**src/rtl/ntm_pkg.sv**
```systemverilog
// Shared constants and types for the nearest triangle match unit.
package ntm_pkg;

	localparam int STORE_DEPTH_DEF = 256;
	localparam int COORD_BITS_DEF  = 16;

	localparam int IDX_OUT_W  = 8;
	localparam int COST_OUT_W = 36;

	localparam logic [1:0] OP_CLEAR  = 2'd0;
	localparam logic [1:0] OP_APPEND = 2'd1;
	localparam logic [1:0] OP_QUERY  = 2'd2;

	// Control tag that travels with each stored entry down the cell chain.
	typedef struct packed {
		logic vld;
		logic last;
	} ntm_tag_t;

endpackage

```
**src/rtl/ntm_best.sv**
```systemverilog
// Running argmin over the per-entry costs that leave the cell chain.
module ntm_best import ntm_pkg::*; #(
	parameter int SW    = 36,
	parameter int IDX_W = 8
) (
	input  logic             clk,
	input  logic             arst_n,
	input  ntm_tag_t         tag,
	input  logic [IDX_W-1:0] idx,
	input  logic [SW-1:0]    cost,
	output logic             done,
	output logic [SW-1:0]    res_cost,
	output logic [IDX_W-1:0] res_idx
);

	logic             have_q;
	logic [SW-1:0]    best_q;
	logic [IDX_W-1:0] bidx_q;
	logic             take;
	logic [SW-1:0]    nxt_cost;
	logic [IDX_W-1:0] nxt_idx;

	// Strict compare keeps the first index on ties.
	assign take     = !have_q || (cost < best_q);
	assign nxt_cost = take ? cost : best_q;
	assign nxt_idx  = take ? idx : bidx_q;

	always_ff @(posedge clk or negedge arst_n) begin
		if (!arst_n) begin
			have_q <= 1'b0;
			done   <= 1'b0;
		end else begin
			done <= tag.vld && tag.last;
			if (tag.vld) begin
				have_q <= !tag.last;
			end
		end
	end

	always_ff @(posedge clk) begin
		if (tag.vld) begin
			best_q   <= nxt_cost;
			bidx_q   <= nxt_idx;
			res_cost <= nxt_cost;
			res_idx  <= nxt_idx;
		end
	end

endmodule

```
**config.mk**
```make
export PLATFORM = sky130hd
export DESIGN_NAME = ntm_best
export DESIGN_NICKNAME = d
export VERILOG_FILES = /design/src/rtl/ntm_pkg.sv /design/src/rtl/ntm_best.sv
export SDC_FILE = /design/constraint.sdc
export NUM_CORES = 1
export LEC_CHECK = 0
export BUFFER_PORTS_ARGS = -buffer_cell sky130_fd_sc_hd__buf_2
export CORE_ASPECT_RATIO = 1.25
export CORE_MARGIN = 4
export CORE_UTILIZATION = 52
export CTS_CLUSTER_DIAMETER = 50
export DETAILED_ROUTE_END_ITERATION = 7
export HOLD_SLACK_MARGIN = 0.05
export PLACE_DENSITY = 0.82
export SLEW_MARGIN = 20
export SYNTH_ARGS = -nofsm -noshare
export SYNTH_HDL_FRONTEND = slang
export SYNTH_SLANG_ARGS = --single-unit
```
**constraint.sdc**
```tcl
create_clock -name clk -period 7.15 [get_ports clk]
set_clock_uncertainty 0.15 [all_clocks]
set_input_delay 0.3575 -clock clk [delete_from_list [all_inputs] [get_ports clk]]
set_output_delay 0.3575 -clock clk [all_outputs]
set_load 0.03 [all_outputs]
```
* Word-level counts from Yosys, hierarchy flattened
Index checks and enable logic that the tools add are counted.
** Operators by class
- $lt $le $gt $ge :: 1
- Reductions and logical operators :: 5
- Mux-type cells :: 2
** Operator list (count)
- $lt A36 B36 Y1 :: 1
- $mux W36 :: 1
- $mux W8 :: 1
- $logic_not A1 Y1 :: 2
- $reduce_and A2 Y1 :: 1
- $logic_and A1 B1 Y1 :: 1
- $logic_or A1 B1 Y1 :: 1
** Storage, ports and cells
- Output and inout port bits :: 45
- Bits in registers :: 46
- Word-level logic and storage cells :: 12
- Input port bits :: 48

* Logic depth before layout (Yosys ltp)
Gate-level depths: netlist of the first run.
- Depth in word-level cells :: 3
- Mapped depth :: 8
- Gate-level depth less buffers :: 8

* Least setup slack after synthesis of the first run
OpenSTA, ideal clock, no wires.
- Path type :: flip-flop to flip-flop
- Start :: register res_cost[18] (netlist name)
- End :: register res_cost[0], enable pin
- Data required time :: 6.559 ns
- Path slack :: 3.131 ns
- Clock period less this slack :: 4.019 ns
- Setup time :: 0.441 ns
- Path buffers :: 0
- Data arrival time :: 3.428 ns
- Stages on the path, launching flop included :: 9
- Path through :: edfxtp_1 > inv_1 > ha_1 > and4_1 > nand4_1 > nor2_1 > a221oi_2 > a21oi_1 > a211oi_2
** RTL lines
- end signal: assignment :: RTL line ntm_best.sv:44 : res_cost <= nxt_cost;
- end: declaration :: RTL line ntm_best.sv:12 : output logic [SW-1:0] res_cost,

==> results.ini, run 1 <==
[drt]
ant_nets=0
drtIter0Drc=63
vias=1644
detail_route.drc_violations=0
first_pass_iters=4
routed_via_density=4.95
wl_per_cell_microns=13.5
finalWirelength_mm=4.49

[yosys]
syn-instance-count=174
synth_seq_cells=46
ys_warn_count=0
ys_types=22
syn-cell-area_sq_um=2270
ys_seq_area_frac=0.603
synth_ff_type=edfxtp_1
synth_fp_nets=257
synthArstFlopShare=0.0435
synth-edff-count=44
synth_area_per_cell_sq_um=13.1

[setup_path]
cp_slowest_cell=buf_4
crit_chain=inv_1 > ha_1 > and4_1 > nand4_1 > nor2_1 > a221oi_2 > a21oi_1 > a211oi_4 > buf_4
worstPathArrival_ps=2470
r2r_cells=9
path_max_fanout=44
crit_required_ps=6930
endpoint_kind=register
r2r_slack_ps=4460
r2r-end=res_cost[1]
path_class=reg2reg
r2r_start=res_cost[18]
start_kind=register
slowest_delay_ps=490

[power_and_ir_drop]
leakage_uw=0.00145
finalPower_uw=605
cellPowerDensity_nw_per_um2=207
peakVddDrop_v=0.000139

[finish]
final_common_cell=buf_2
layoutNonFillerInstCount=332
final_cell_mix=buf_2 (92), edfxtp_1 (44), inv_1 (37), ha_1 (35), a21oi_1 (14)
fin_util=0.701
area_growth_pct=28.4
drive_gt1_frac=0.373
nets=358
n_antenna_cell=0

[worst_hold_path]
worstHoldEndpoint=res_idx[5]
min-delay-start=idx[5]
whs_path_depth=1
hold_path.class=in2reg

[clock_network]
cts.clk_slew.worst_paths_ps=80
h-tree-depth=2
cts_tree=done
cts_resized=0
cts_buffers=5
clock_latency_ps=290
cts.sink_count=46
cts_max_path_buffers=2
clock-root-buffer=clkbuf_8

[floorplan]
initial_utilization=0.546
core_sq_um=4160
rows=26
fp.dieH_microns=81.9
die_area_sq_um=5500
ios=93
die_width_microns=67.2

[sta]
hold_violations=0
max_freq_mhz=372
rsz0062_at_grt=no
setup_viol=0
slew_headroom=0.643
whs_ps=86.9
worst_slew_pin_slew_ps=535
fin_setup_tns_ps=0
layout_min_cycle_time_ps=2690
slew_viol_final=0
timing.final.crit_share=0.376

[placement]
hpwlAfterDp_mm=3.76
place_inst=323
place_congestion=0.781
io_buffers=92

[run]
max_cap_violations=0

[outcome]
outcome=finished clean

[global_route]
grt_pass1_wl_mm=7.37
grt.total_usage=0.176
grt_pass1_vias=1740
grt_max_degree=45
grt_antenna_before_repair=0
grt_overflow=0

[worst max path at each step]
| stage | start | slack (ps) | endpoint |
|---|---|---|---|
| 2_1_floorplan | res_cost[18] | 3130 | res_cost[0] |
| 3_3_place_gp | cost[29] | 4380 | res_cost[32] |
| 3_5_place_dp | cost[18] | 4360 | res_cost[23] |
| 4_1_cts | res_cost[29] | 4440 | res_cost[35] |
| 5_1_grt | res_cost[18] | 4250 | res_cost[12] |
| 6_report | res_cost[18] | 4460 | res_cost[1] |
[registers in the layout, summed over array words and instances (netlist names)]
name      cells
res_cost     36
done          1
res_idx       8
have_q        1
[metal layers]
metal	share of wire	vias up	GRT usage
li1	-	830	-
met1	0.40	750	0.198
met2	0.52	58	0.328
met3	0.065	6	0.0397
met4	0.011	0	0.0487
met5	0	-	0
[kinds of logic after synthesis]
| kind of cell | Yosys count | synth area share |
|---|---|---|
| compound gates | 29 | 0.0831 |
| fa+ha+maj | 35 | 0.193 |
| buf+inv | 37 | 0.0611 |
| flops | 46 | 0.603 |
| simple gates | 27 | 0.0605 |
[timing repair]
action,4_1_cts,5_1_grt
buffers inserted,0,0
hold buffers,1,0
hold endpoints to repair,2,0
[metrics by stage]
stage          setup WS [ps]  instance area, sq um
5_1_grt                 4250                  2920
6_report                4460                  2920
4_1_cts                 4440                  2920
2_1_floorplan           3130                  2270
3_5_place_dp            4360                  2820
3_3_place_gp            4380                  2820
[report_power, final]
| part | leakage, uW | internal, uW | switching (uW) | total, uW |
|---|---|---|---|---|
| logic | 0.000956 | 43.8 | 82.0 | 126 |
| clock network | 0.0000441 | 68.6 | 84.4 | 153 |
| registers | 0.000450 | 318 | 8.19 | 327 |
[area by class of cell]
| class | instances | area, sq um |
|---|---|---|
| clock buffer | 5 | 68.8 |
| clock inverter | 3 | 21.3 |
| fill | 341 | 1240 |
| inverter | 37 | 139 |
| multi-input combinational | 91 | 772 |
| sequential | 46 | 1370 |
| tap | 56 | 70.1 |
| timing repair buffer | 94 | 478 |
[Yosys cell counts, types with 2 or more instances]
| cell | number | area share |
|---|---|---|
| nand2_1 | 6 | 0.0099 |
| edfxtp_1 | 44 | 0.58 |
| o21ai_0 | 4 | 0.0088 |
| nor2_1 | 4 | 0.0066 |
| inv_1 | 37 | 0.061 |
| a21oi_1 | 14 | 0.031 |
| nand4_1 | 6 | 0.017 |
| nand3_1 | 7 | 0.015 |
| ha_1 | 35 | 0.19 |
| a21o_1 | 4 | 0.013 |
| dfrtp_1 | 2 | 0.022 |
[critical path: cells and delay by family, from the launching register on]
kind                     cells  cell delay (ps)
buffers and inverters        2              570
AO/OA/AOI/OAI                3              560
AND/OR/NAND/NOR              3              410
flip-flops                   1              390
adder cells (fa/ha/maj)      1              240
(Power assumes the default switching activity.)
==> inputs of run 2 (changes only) <==
--- a/config.mk
+++ b/config.mk
@@ -8,11 +8,11 @@
 export BUFFER_PORTS_ARGS = -buffer_cell sky130_fd_sc_hd__buf_2
 export CORE_ASPECT_RATIO = 1.25
 export CORE_MARGIN = 4
-export CORE_UTILIZATION = 52
+export CORE_UTILIZATION = 48
 export CTS_CLUSTER_DIAMETER = 50
 export DETAILED_ROUTE_END_ITERATION = 7
 export HOLD_SLACK_MARGIN = 0.05
-export PLACE_DENSITY = 0.82
+export PLACE_DENSITY = 0.77
 export SLEW_MARGIN = 20
 export SYNTH_ARGS = -nofsm -noshare
 export SYNTH_HDL_FRONTEND = slang
==> constraint.sdc (replaced) <==
create_clock -name clk -period 2.55 [get_ports clk]
set_clock_uncertainty 0.15 [all_clocks]
set_input_delay 0.1275 -clock clk [delete_from_list [all_inputs] [get_ports clk]]
set_output_delay 0.1275 -clock clk [all_outputs]
set_load 0.03 [all_outputs]
==> run 2 against run 1 <==
Compared with the run above:
- the run now ends with setup timing left
- die area grew 7.4%
- critical endpoint is now res_cost[19]
- via count increased by 16%
- sequential share of layout area is 8.6 points lower
==> results.ini, run 2 (same netlist as run 1, synthesis figures left out) <==
[drt]
first_pass_iters=4  ; unchanged
met2_length_mm=3.10  ; +32%
detail_route.drc_violations=0  ; unchanged
top_layer_used=met4
vias=1907  ; +16%
finalWirelength_mm=5.79  ; +29%
wl_met1_mm=2.22  ; +22%
wl_per_cell_microns=14.9  ; +10%
routed_via_density=4.91  ; -0.74%
drtIter0Drc=49  ; -22%
wl_met3_microns=300  ; +3.4%
ant_nets=0  ; unchanged

[setup_path]
worstPathArrival_ps=2430  ; -40 ps
path_class=in2reg
crit_required_ps=2420  ; -4510 ps
start_kind=input pin
r2r_slack_ps=90  ; -4370 ps
endpoint_kind=register
path_max_fanout=10  ; -77%

[placement]
place_congestion=0.752  ; -3.7%
io_buffers=92  ; unchanged
hpwlAfterDp_mm=3.80  ; +1.3%
postPlaceCellArea_sq_um=2860  ; +1.2%

[sta]
timing.final.crit_share=1.01
fin_setup_tns_ps=-259  ; -259 ps
hold_violations=0  ; unchanged
layout_min_cycle_time_ps=2570
whs_ps=392  ; +305 ps
setup_viol=34  ; +34
slew_viol_final=0  ; unchanged
worst_slew_pin_slew_ps=251  ; -284 ps
setup_slack_ps=-18.6  ; -4480 ps
max_freq_mhz=389
slew_headroom=0.831  ; +0.188

[power_and_ir_drop]
finalPower_uw=1920  ; +220%
leakage_uw=0.00172  ; +19%
peakVddDrop_v=0.000353  ; +150%
cellPowerDensity_nw_per_um2=538  ; +160%

[floorplan]
rows=27  ; +3.8%
fp.dieH_microns=85.0  ; +3.7%
core_sq_um=4490  ; +7.9%
die_width_microns=69.6  ; +3.6%
ios=93  ; unchanged
die_area_sq_um=5910  ; +7.4%
initial_utilization=0.506  ; -0.0400

[finish]
design_area_sq_um=3580  ; +22%
top_regs=res_cost x36, res_idx x8
drive_gt1_frac=0.345  ; -0.0277
final_cell_mix=buf_2 (92), dlygate4sd3_1 (49), edfxtp_1 (44), inv_1 (37), ha_1 (34)
top_register=res_cost
largest_register_ffs=36  ; unchanged
final_common_cell=buf_2
nets=412  ; +15%
area_growth_pct=57.2
fin_util=0.796  ; +0.0946
n_antenna_cell=0  ; unchanged

[global_route]
grt.total_usage=0.187  ; +0.0104
grt_overflow=0  ; unchanged
grt_max_degree=25  ; -44%
grt_pass1_vias=1970  ; +13%
grt_pass1_wl_mm=8.87  ; +20%
grt_antenna_before_repair=0  ; unchanged

[run]
max_cap_violations=0  ; unchanged

[worst_hold_path]
hold_path.class=in2reg

[outcome]
violations=setup timing
outcome=finished with violations

[clock_network]
cts_buffers=5  ; unchanged
cts_tree=done
cts.clk_slew.worst_paths_ps=90  ; about the same
clock_latency_ps=290  ; about the same
cts_max_path_buffers=2  ; unchanged
clock-root-buffer=clkbuf_8
h-tree-depth=2  ; unchanged
cts.sink_count=46  ; unchanged

## run 2: changes by cell type in the layout (fill, tap and decap cells not counted), sizes merged
| cell | before | now |
|---|---|---|
| clkinvlp | 1 | 2 |
| clkbuf | 5 | 7 |
| clkinv | 2 | 0 |
| bufinv | 0 | 1 |
| dlygate4sd3 | 1 | 49 |
| buf | 93 | 97 |
## run 2: per-layer routing
metal / vias to the layer above / global-route usage
li1: 942 / -
met1: 877 / 0.215
met2: 70 / 0.334
met3: 18 / 0.0415
met4: 0 / 0.0746
met5: - / 0
## run 2: timing repair
action	in CTS	in global routing
endpoints found under the setup margin	0	44
hold endpoints to repair	48	0
setup buffers	0	3
gates resized for setup	0	7
hold buffers	49	0
## run 2: path summary, 6_finish.rpt
path	from	endpoint	cells past startpoint
setup / recovery	cost[15]	res_cost[19]	10
hold / removal	idx[6]	res_idx[6]	2
setup reg to reg	res_cost[18]	res_cost[19]	10
hold reg to reg	have_q	res_cost[16]	3
max in group asynchronous	arst_n	done	3
min in group asynchronous	arst_n	have_q	3
## run 2: where the power goes
| group | switching, uW | internal, uW | total (uW) |
|---|---|---|---|
| Clock | 251 | 292 | 543 |
| Combinational | 260 | 204 | 464 |
| Sequential | 24.1 | 892 | 916 |
| Total | 535 | 1390 | 1920 |
## run 2: final cells by class
class / instances / area [sq um]
repair buffers: 148 / 1070
clock inverters: 3 / 45.0
multi-input cells: 91 / 812
clock buffers: 5 / 68.8
fillers: 280 / 917
well taps: 58 / 72.6
flip-flops and latches: 46 / 1370
inverters: 37 / 139
## run 2: worst max-delay path: stages
cell	delay, ps
dlygate4sd3_1	550
buf_2	130
ha_1	310
and2_0	180
a221o_1	310
a21oi_1	210
a21oi_2	100
a211oi_4	180
buf_6	160
clkbuf_16	160
## run 2: through the flow
stage               instances  worst slack [ps]
floorplan                 174              -778
CTS                       383              13.5
finish                    388             -18.6
detailed placement        326              76.5
global route              388             -75.5
global placement          326              80.5
==> inputs of run 3 (changes only) <==
--- a/config.mk
+++ b/config.mk
@@ -5,14 +5,17 @@
 export SDC_FILE = /design/constraint.sdc
 export NUM_CORES = 1
 export LEC_CHECK = 0
+export ABC_AREA = 1
 export BUFFER_PORTS_ARGS = -buffer_cell sky130_fd_sc_hd__buf_2
+export CELL_PAD_IN_SITES_DETAIL_PLACEMENT = 0
+export CELL_PAD_IN_SITES_GLOBAL_PLACEMENT = 2
 export CORE_ASPECT_RATIO = 1.25
 export CORE_MARGIN = 4
-export CORE_UTILIZATION = 48
+export CORE_UTILIZATION = 29
 export CTS_CLUSTER_DIAMETER = 50
 export DETAILED_ROUTE_END_ITERATION = 7
 export HOLD_SLACK_MARGIN = 0.05
-export PLACE_DENSITY = 0.77
+export PLACE_DENSITY = 0.76
 export SLEW_MARGIN = 20
 export SYNTH_ARGS = -nofsm -noshare
 export SYNTH_HDL_FRONTEND = slang
==> constraint.sdc (replaced) <==
create_clock -name clk -period 2.5 [get_ports clk]
set_clock_uncertainty 0.15 [all_clocks]
set_input_delay 0.125 -clock clk [delete_from_list [all_inputs] [get_ports clk]]
set_output_delay 0.125 -clock clk [all_outputs]
set_load 0.03 [all_outputs]
==> run 3 against run 2 <==
Compared with the run above:
- the flow now finishes without violations
- setup slack improved by 240 ps
- worst hold slack got worse by 12 ps
- first-iteration DRC count is 49% lower
- critical path depth increased by 2
- sequential share of layout area is 0.59 points lower
- sequential power increased by 2.5%
- sequential cell count stayed put
- cell area up 1.6%
- cell count grew 20%
- critical endpoint is now res_cost[13]
- largest cell class unchanged
- largest power group unchanged
==> results.ini, run 3 <==
[setup_path]
endpoint_kind=register
start_kind=input pin
cp_common_cell=nand2_1
cp_slowest_cell=dlygate4sd3_1
crit_chain=dlygate4sd3_1 > buf_2 > ha_1 > nand2_1 > nor2_2 > a21boi_2 > nor2_1 > nand2_1 > nor2_1 > nand2_1 > a21oi_4 > buf_6
r2r_slack_ps=310  ; +220 ps
slowest_delay_ps=530  ; -20 ps
worstPathArrival_ps=2130  ; -300 ps
crit_required_ps=2350  ; -70 ps
path_class=in2reg
path_max_fanout=17  ; +7

[sta]
fin_setup_tns_ps=0  ; +259 ps
layout_min_cycle_time_ps=2280
timing.final.crit_share=0.912
hold_violations=0  ; unchanged
setup_viol=0  ; -100%
slew_headroom=0.885  ; +0.0542
worst_slew_pin_slew_ps=172  ; -79.4 ps
slew_viol_final=0  ; unchanged
rsz0062_at_grt=no
max_freq_mhz=439
setup_slack_ps=220  ; +238 ps

[yosys]
ys_seq_area_frac=0.576  ; -0.0272
syn-cell-area_sq_um=2380  ; +4.7%
synth_ff_type=edfxtp_1
synth_area_per_cell_sq_um=10.8  ; -18%
yosysMostFrequentCell=inv_1
synth_seq_cells=46  ; unchanged
synth_top_area_frac=0.555  ; -0.0262
synth-edff-count=44  ; unchanged
synthTopCellsByCount=inv_1 (51), nand2_1 (50), edfxtp_1 (44)
ys_top_cells_by_area=edfxtp_1 (55%), ha_1 (18%), inv_1 (8.0%)
ys_types=13  ; -41%
synthArstFlopShare=0.0435  ; unchanged
synth_fp_nets=304  ; +18%
syn-instance-count=221  ; +27%
ys_warn_count=0  ; unchanged
yosysTopAreaCell=edfxtp_1

[clock_network]
post-cts-setup-buffer-count=0  ; unchanged
h-tree-depth=2  ; unchanged
clock_latency_ps=300  ; about the same
clock-root-buffer=clkbuf_8
cts.sink_count=46  ; unchanged
cts_buffers=5  ; unchanged
cts.clk_slew.worst_paths_ps=90  ; about the same
cts_tree=done
cts_max_path_buffers=2  ; unchanged

[floorplan]
die_area_sq_um=9740  ; +65%
fp.dieH_microns=109  ; +29%
core_sq_um=7880  ; +75%
initial_utilization=0.302  ; -0.204
die_width_microns=89.1  ; +28%
ios=93  ; unchanged
rows=36  ; +33%

[global_route]
grt_pass1_vias=1973  ; +0.15%
grt_pass1_wl_mm=8.65  ; -2.4%
grt_antenna_before_repair=0  ; unchanged
grt_max_degree=28  ; +12%
grt_overflow=0  ; unchanged
grt.total_usage=0.114  ; -0.0723

[finish]
area_growth_pct=52.5
top_register=res_cost
final_common_cell=buf_2
num-fill-cells=749  ; +170%
ff_latch_area_sq_um=1370  ; unchanged
final_cell_mix=buf_2 (92), inv_1 (51), nand2_1 (50), dlygate4sd3_1 (49), edfxtp_1 (44)
largest_register_ffs=36  ; unchanged
n_antenna_cell=0  ; unchanged
multi_input_area_sq_um=831  ; +2.3%
drive_gt1_frac=0.288  ; -0.0578
top_regs=res_cost x36, res_idx x8
fin_util=0.461  ; -0.335
nets=454  ; +10%

[drt]
vias=1934  ; +1.4%
wl_per_cell_microns=11.4  ; -24%
routed_via_density=4.14  ; -16%
finalWirelength_mm=5.33  ; -7.9%
ant_nets=0  ; unchanged
detail_route.drc_violations=0  ; unchanged
drtIter0Drc=25  ; -49%
first_pass_iters=4  ; unchanged

[worst_hold_path]
hold_path.class=in2reg

[placement]
hpwlAfterDp_mm=4.07  ; +6.9%
pre_cts_ws_ps=224  ; +148 ps
place_congestion=0.728  ; -3.1%
io_buffers=92  ; unchanged

[power_and_ir_drop]
switchingPower_uw=569  ; +6.4%
p_comb_frac=0.224  ; -0.017
leakage_uw=0.00183  ; +6.2%
swShare=0.274  ; -0.00397
seqPwrFrac=0.453  ; -0.024
clkPwrFrac=0.324  ; +0.042
p_int_uw=1510  ; +8.5%
cellPowerDensity_nw_per_um2=571  ; +6.3%
peakVddDrop_v=0.000313  ; -11%

[run]
max_cap_violations=0  ; unchanged

[outcome]
outcome=finished clean

[run 3: worst paths after layout]
path,from,endpoint,cells past startpoint
worst max-delay path,cost[35],res_cost[13],12
worst max register to register,res_cost[35],res_cost[13],11
worst min register to register,have_q,have_q,2
max in group asynchronous,arst_n,have_q,3
min in group asynchronous,arst_n,done,3
worst min-delay path,idx[5],res_idx[5],2
[run 3: critical path: cells and delay by family]
| family | cells | cell delay, ps |
|---|---|---|
| buffers and inverters | 3 | 880 |
| and+or+nand+nor | 6 | 510 |
| AOI/OAI and AO/OA | 2 | 310 |
| adders and majority gates | 1 | 300 |
[run 3: logic make-up (layout without fill, tap and decap cells)]
logic type / after synthesis / count (layout) / share of synthesized area
AND/OR/NAND/NOR: 70 / 70 / 0.113
buffers and inverters: 51 / 202 / 0.0804
flip-flops: 46 / 46 / 0.576
AO/OA/AOI/OAI: 19 / 19 / 0.0467
adder cells (fa/ha/maj): 35 / 35 / 0.184
[run 3: cell type report]
cell class              instances  area share
inverters                      51      0.0527
clock inverters                 3      0.0189
multi-input cells             124       0.229
well taps                      95      0.0327
clock buffers                   5      0.0189
repair buffers                143       0.270
flip-flops and latches         46       0.378
[run 3: what timing repair did]
action,CTS,global route
endpoints found under the hold margin,48,0
hold buffers,49,0
endpoints found under the setup margin,0,17
gates resized for setup,0,1
[run 3: layer usage]
| layer | global-route usage | share of wire |
|---|---|---|
| met1 | 0.142 | 0.44 |
| met2 | 0.194 | 0.47 |
| met3 | 0.0270 | 0.070 |
| met4 | 0.0383 | 0.014 |
| met5 | 0 | 0 |
[run 3: power groups by stage]
stage / sequential, uW / clock, uW / combinational, uW
2_1_floorplan: 1070 / 0 / 153
3_3_place_gp: 956 / 0 / 411
3_5_place_dp: 958 / 0 / 413
4_1_cts: 941 / 701 / 474
5_1_grt: 948 / 728 / 528
6_report: 939 / 672 / 464
[run 3: per-stage QoR]
stage / hold slack [ps] / std cells / instance area (sq um) / power [uW]
3_3_place_gp: -231 / 410 / 3000 / 1370
6_report: 380 / 467 / 3630 / 2080
4_1_cts: 370 / 467 / 3630 / 2120
5_1_grt: 379 / 467 / 3630 / 2200
3_5_place_dp: -232 / 410 / 3000 / 1370
2_1_floorplan: -321 / 221 / 2390 / 1220
